**src/rtl/rfc_pkg.sv**
```systemverilog
// rfc_pkg: shared types and constants of the response frame checker
// result item layout, front-to-queue write bundle, frame byte codes, verdict codes
// no dependencies
`timescale 1ns / 1ps
`default_nettype none

package rfc_pkg;

    // frame byte codes
    localparam logic [7:0] HDR_SYNC     = 8'hFF;
    localparam logic [7:0] HDR_ADDR     = 8'h2F;
    localparam logic [7:0] HDR_ADDR_ALT = 8'h1F;
    localparam logic [7:0] HDR_CMD      = 8'h30;
    localparam logic [7:0] TRL_ETX      = 8'h03;
    localparam logic [7:0] TRL_CR       = 8'h0D;
    localparam logic [7:0] TRL_LF       = 8'h0A;

    // status byte masks
    localparam logic [7:0] STS_VALID_MASK = 8'h40;
    localparam logic [7:0] STS_FAULT_MASK = 8'h90;
    localparam logic [7:0] STS_ERR_MASK   = 8'h0F;
    localparam logic [7:0] STS_READY_MASK = 8'h20;

    // byte positions inside a frame
    localparam logic [2:0] IDX_SYNC     = 3'd0;
    localparam logic [2:0] IDX_ADDR     = 3'd1;
    localparam logic [2:0] IDX_CMD      = 3'd2;
    localparam logic [2:0] IDX_STATUS   = 3'd3;
    localparam logic [2:0] IDX_LAST_MIN = 3'd6;
    localparam logic [2:0] IDX_PAYLOAD  = 3'd7;

    // verdict codes
    localparam logic [2:0] VRD_OK        = 3'd0;
    localparam logic [2:0] VRD_SHORT     = 3'd1;
    localparam logic [2:0] VRD_FRAMING   = 3'd2;
    localparam logic [2:0] VRD_FLAGS     = 3'd3;
    localparam logic [2:0] VRD_DEV_ERROR = 3'd4;
    localparam logic [2:0] VRD_BUSY      = 3'd5;

    // item kinds
    localparam logic KIND_PAYLOAD = 1'b0;
    localparam logic KIND_VERDICT = 1'b1;

    // one result item
    typedef struct packed {
        logic       kind;
        logic [7:0] data_byte;
        logic [2:0] verdict;
        logic [3:0] device_error;
        logic       frame_end;
    } t_item;

    // up to two items written by the front per accepted input item
    typedef struct packed {
        logic  wr0;
        logic  wr1;
        t_item item0;
        t_item item1;
    } t_push_bundle;

    // queue status toward the top level
    typedef struct packed {
        logic empty;
        logic full;
    } t_q_status;

endpackage

`default_nettype wire

```
**src/rtl/rfc_front.sv**
```systemverilog
// rfc_front: per-frame state, header/trailer/status checks, payload delay line
// produces up to two result items for each accepted input item
// depends on rfc_pkg
`timescale 1ns / 1ps
`default_nettype none

module rfc_front (
    input  wire                  i_clk,
    input  wire                  i_rst_n,
    input  wire                  i_accept,
    input  wire [7:0]            i_rx_byte,
    input  wire                  i_end_of_response,
    input  wire                  i_cfg_wr,
    input  wire                  i_cfg_data,
    output rfc_pkg::t_push_bundle o_push
);
    import rfc_pkg::*;

    logic [2:0] r_byte_count, n_byte_count;
    logic       r_header_ok,  n_header_ok;
    logic [7:0] r_status_byte, n_status_byte;
    logic [7:0] r_tail [3];
    logic [7:0] n_tail [3];
    logic       r_alt_hdr;

    logic       hdr_bad;
    logic       trailer_ok;
    logic [7:0] status;
    logic [2:0] verdict;
    logic [3:0] dev_err;
    t_item      pay_item;
    t_item      vrd_item;

    // header byte checks at their positions
    always_comb begin
        hdr_bad = 1'b0;
        case (r_byte_count)
            IDX_SYNC: hdr_bad = (i_rx_byte != HDR_SYNC);
            IDX_ADDR: hdr_bad = !((i_rx_byte == HDR_ADDR) ||
                                  (r_alt_hdr && (i_rx_byte == HDR_ADDR_ALT)));
            IDX_CMD:  hdr_bad = (i_rx_byte != HDR_CMD);
            default:  hdr_bad = 1'b0;
        endcase
    end

    // status byte as seen by this item (captured on the fourth byte)
    assign status = (r_byte_count == IDX_STATUS) ? i_rx_byte : r_status_byte;

    // trailer: last three bytes after the shift
    assign trailer_ok = (r_tail[1] == TRL_ETX) && (r_tail[2] == TRL_CR) &&
                        (i_rx_byte == TRL_LF);

    // verdict priority chain
    always_comb begin
        dev_err = 4'd0;
        if (r_byte_count < IDX_LAST_MIN) begin
            verdict = VRD_SHORT;
        end else if (!(r_header_ok && !hdr_bad) || !trailer_ok) begin
            verdict = VRD_FRAMING;
        end else if (((status & STS_VALID_MASK) == 8'd0) ||
                     ((status & STS_FAULT_MASK) != 8'd0)) begin
            verdict = VRD_FLAGS;
        end else if ((status & STS_ERR_MASK) != 8'd0) begin
            verdict = VRD_DEV_ERROR;
            dev_err = status[3:0];
        end else if ((status & STS_READY_MASK) == 8'd0) begin
            verdict = VRD_BUSY;
        end else begin
            verdict = VRD_OK;
        end
    end

    // item assembly
    always_comb begin
        pay_item              = '0;
        pay_item.kind         = KIND_PAYLOAD;
        pay_item.data_byte    = r_tail[0];
        vrd_item              = '0;
        vrd_item.kind         = KIND_VERDICT;
        vrd_item.verdict      = verdict;
        vrd_item.device_error = dev_err;
        vrd_item.frame_end    = 1'b1;
    end

    // pack payload first, verdict after it
    always_comb begin
        o_push = '0;
        if (i_accept) begin
            if (r_byte_count == IDX_PAYLOAD) begin
                o_push.wr0   = 1'b1;
                o_push.item0 = pay_item;
                o_push.wr1   = i_end_of_response;
                o_push.item1 = vrd_item;
            end else begin
                o_push.wr0   = i_end_of_response;
                o_push.item0 = vrd_item;
            end
        end
    end

    // next frame state
    always_comb begin
        n_byte_count  = r_byte_count;
        n_header_ok   = r_header_ok;
        n_status_byte = r_status_byte;
        n_tail        = r_tail;
        if (i_accept) begin
            if (i_end_of_response) begin
                n_byte_count  = 3'd0;
                n_header_ok   = 1'b1;
                n_status_byte = 8'd0;
                n_tail[0]     = 8'd0;
                n_tail[1]     = 8'd0;
                n_tail[2]     = 8'd0;
            end else begin
                n_byte_count  = (r_byte_count == IDX_PAYLOAD) ? r_byte_count
                                                              : r_byte_count + 3'd1;
                n_header_ok   = r_header_ok && !hdr_bad;
                n_status_byte = status;
                n_tail[0]     = r_tail[1];
                n_tail[1]     = r_tail[2];
                n_tail[2]     = i_rx_byte;
            end
        end
    end

    // frame state and config register
    always_ff @(posedge i_clk) begin
        if (!i_rst_n) begin
            r_byte_count  <= 3'd0;
            r_header_ok   <= 1'b1;
            r_status_byte <= 8'd0;
            r_tail[0]     <= 8'd0;
            r_tail[1]     <= 8'd0;
            r_tail[2]     <= 8'd0;
            r_alt_hdr     <= 1'b1;
        end else begin
            r_byte_count  <= n_byte_count;
            r_header_ok   <= n_header_ok;
            r_status_byte <= n_status_byte;
            r_tail        <= n_tail;
            if (i_cfg_wr) begin
                r_alt_hdr <= i_cfg_data;
            end
        end
    end

endmodule

`default_nettype wire

```
**config.mk**
```make
export PLATFORM = sky130hd
export DESIGN_NAME = rfc_front
export DESIGN_NICKNAME = d
export VERILOG_FILES = /design/src/rtl/rfc_pkg.sv /design/src/rtl/rfc_front.sv
export SDC_FILE = /design/constraint.sdc
export NUM_CORES = 1
export LEC_CHECK = 0
export BUFFER_PORTS_ARGS = -buffer_cell sky130_fd_sc_hd__buf_2
export CAP_MARGIN = 15
export CORE_ASPECT_RATIO = 0.7
export CORE_UTILIZATION = 53
export DETAILED_ROUTE_END_ITERATION = 12
export GPL_ROUTABILITY_DRIVEN = 0
export PLACE_DENSITY = 0.79
export SYNTH_ARGS = -nofsm -noshare
export SYNTH_HDL_FRONTEND = slang
export SYNTH_SLANG_ARGS = --single-unit
```
**constraint.sdc**
```tcl
create_clock -name i_clk -period 3 [get_ports i_clk]
set_clock_uncertainty 0.05 [all_clocks]
set_input_delay 0.3 -clock i_clk [delete_from_list [all_inputs] [get_ports i_clk]]
set_output_delay 0.3 -clock i_clk [all_outputs]
set_load 0.01 [all_outputs]
```
==> flow_metrics.env <==
export IMPL_synth_area_per_cell_sq_um=8.08
export IMPL_hold_depth=2
export IMPL_cts_hold_buf=0
export IMPL_synth_enable_flop_cells=0
export IMPL_grt_pass1_vias=1482
export IMPL_grt_util_all_layers_pct=23.0
export IMPL_slowest_delay_ns=0.48
export IMPL_p_leak_uw=0.000954
export IMPL_crit_path_end_kind="output pin"
export IMPL_synth_top_area_share_pct=36.3
export IMPL_drc=0
export IMPL_maxCapViolCount=0
export IMPL_place_ws_ns=0.479
export IMPL_synth_seq_cells=37
export IMPL_cts_inserted_buffers=5
export IMPL_hpwl_um=3140
export IMPL_synth_ff_type="dfxtp_1"
export IMPL_drt_first_pass_iters=4
export IMPL_cts_setup_buffers=0
export IMPL_diodes=0
export IMPL_coreArea_sq_um=3600
export IMPL_vias=1822
export IMPL_cts_sinks=37
export IMPL_status="completed"
export IMPL_grt_pass1_wl_um=7220
export IMPL_std_cell_rows=18
export IMPL_seq_area_frac_synth_pct=36.3
export IMPL_timing_final_crit_period_ns=2.78
export IMPL_power_density_nw_per_um2=477
export IMPL_drive_above_1_share_pct=20.0
export IMPL_antenna_found_initial=0
export IMPL_die_area_sq_um=4110
export IMPL_required_ns=2.65
export IMPL_netlist_top_cells_area="dfxtp_1 (36%), a21oi_1 (7.3%), nand3b_1 (6.2%), nor2_1 (6.1%), nand2b_1 (5.5%)"
export IMPL_ys_types=38
export IMPL_dr_first_iter_drc_count=136
export IMPL_clock_path_buffers=2
export IMPL_cp_start_kind="flip-flop"
export IMPL_fin_nets=304
export IMPL_cp_data_arrival_time_ns=2.43
export IMPL_port_buffer_count=41
export IMPL_via_per_inst=5.44
export IMPL_post_cts_resized=0
export IMPL_wl_per_cell_um=13.8
export IMPL_setup_viol=0
export IMPL_ys_warn_count=0
export IMPL_initial_core_util_pct=56.7
export IMPL_syn_cell_area_sq_um=2040
export IMPL_ff2ff_setup_slack_ns=1.04
export IMPL_place_area_sq_um=2220
export IMPL_path_max_fanout=12
export IMPL_cpMaxStageDelayCell="or3b_4"
export IMPL_rsz0062_at_grt="false"
export IMPL_clock_fmax_mhz=360
export IMPL_worst_slew_pin_slew_ns=0.853
export IMPL_routed_wl_um=4630
export IMPL_htree_levels=2
export IMPL_yosys_area_top_type="dfxtp_1"
export IMPL_cts_tree="built"
export IMPL_synthCells=253
export IMPL_io_pins=50
export IMPL_worstRegToRegCells=7
export IMPL_die_y_um=54.0
export IMPL_ir_drop_v=0.000389
export IMPL_final_antenna_net_count=0
export IMPL_hold_violations=0
export IMPL_clkSlewWorstSetupHoldPaths_ns=0.07
export IMPL_min_path_type="in -> reg"
export IMPL_grt_max_degree=55
export IMPL_relSlewSlack_pct=42.9
export IMPL_syn2layout_area_growth_pct=15.6
export IMPL_crit_path_cell_trace="inv_1, ha_1, nor4b_1, a31oi_1, or3b_4, nor3_1, buf_2"
export IMPL_fin_crit_sh_pct=92.6
export IMPL_cts_root_buf="clkbuf_8"
export IMPL_insertion_delay_ns=0.30
export IMPL_die_x_um=76.2
export IMPL_synthArstFlopShare_pct=0
export IMPL_criticalPathCategory="reg -> out"
export IMPL_maxSlewViolCount=0
export IMPL_grt_overflow=0
export IMPL_stdcell_area_sq_um=2360
export IMPL_tns_ns=0
export IMPL_fin_ws_ns=0.221
-- Yosys cell counts, drive strengths merged, types with 6 or more instances --
| cell | number |
|---|---|
| ha | 6 |
| nor2 | 33 |
| and3 | 9 |
| nor2b | 10 |
| nand2b | 18 |
| clkbuf | 17 |
| nand3b | 17 |
| buf | 11 |
| a21oi | 30 |
| nor3 | 15 |
| dfxtp | 37 |
-- power breakdown --
group | leakage (uW) | switching (uW) | internal [uW]
Combinational | 0.000585 | 60.9 | 33.5
Sequential | 0.000300 | 7.04 | 499
Clock | 0.0000687 | 192 | 335
-- worst paths after layout --
path,startpoint,to
worst max-delay path,r_byte_count[2],o_push[7]
worst min-delay path,i_rst_n,r_alt_hdr
worst max register to register,r_byte_count[1],r_status_byte[0]
worst min register to register,pay_item[9],pay_item[9]
-- cell families after synthesis --
group / after synthesis / synth area share [%]
compound gates: 47 / 13.9
flops: 37 / 36.3
simple gates: 122 / 34.9
other cells: 1 / 0.184
fa+ha+maj: 6 / 3.67
buf+inv: 35 / 8.63
mux: 5 / 2.45
-- registers in the layout, indices dropped and copies added (netlist names) --
register       flops
r_status_byte      8
r_alt_hdr          1
r_tail            16
pay_item           8
r_byte_count       3
r_header_ok        1
-- layout by cell type (no fill, tap or decap), types with 3 or more instances in the layout --
cell type,netlist,layout
nand2b_1,18,18
mux2i_1,5,5
and3_1,9,9
inv_1,5,5
nor2b_1,10,10
clkbuf_8,0,5
nor2_1,33,33
a21oi_1,30,30
nand2_1,3,3
conb_1,1,8
buf_4,10,4
dfxtp_1,37,37
ha_1,6,6
buf_2,0,41
o21ai_0,4,4
nand4_1,4,4
nand3b_1,17,17
a32oi_1,5,5
nor3_1,15,15
-- critical path: cells and delay by family (launching register included) --
family / cells / cell delay (ns)
buf+inv: 2 / 0.29
compound gates: 1 / 0.10
fa+ha+maj: 1 / 0.32
flops: 1 / 0.44
simple gates: 3 / 0.98
-- cell type report --
cell class	instances	area (sq um)
Clock buffer	5	68.8
Clock inverter	3	68.8
Fill cell	329	1240
Inverter	7	26.3
Multi-Input combinational cell	188	1160
Sequential cell	37	741
Tap cell	50	62.6
Timing Repair Buffer	45	235
-- metal layers --
| metal | up-vias | GRT usage [%] | wire [um] |
|---|---|---|---|
| met4 | 0 | 9.94 | 63 |
| met2 | 67 | 32.4 | 1940 |
| met5 | - | 0 | 0 |
| met1 | 818 | 33.1 | 2300 |
| met3 | 6 | 5.76 | 328 |
| li1 | 931 | - | - |
-- stage by stage --
step	hold WS (ns)	std cells	total power, uW	utilization (%)
final	0.127	335	1130	65.6
after detailed placement	0.406	327	610	61.5
after global routing	0.127	335	1170	65.6
after CTS	0.119	335	1130	65.3
after global placement	0.403	327	609	61.5
after floorplan	0.312	260	587	-
(Power assumes the default switching activity.)
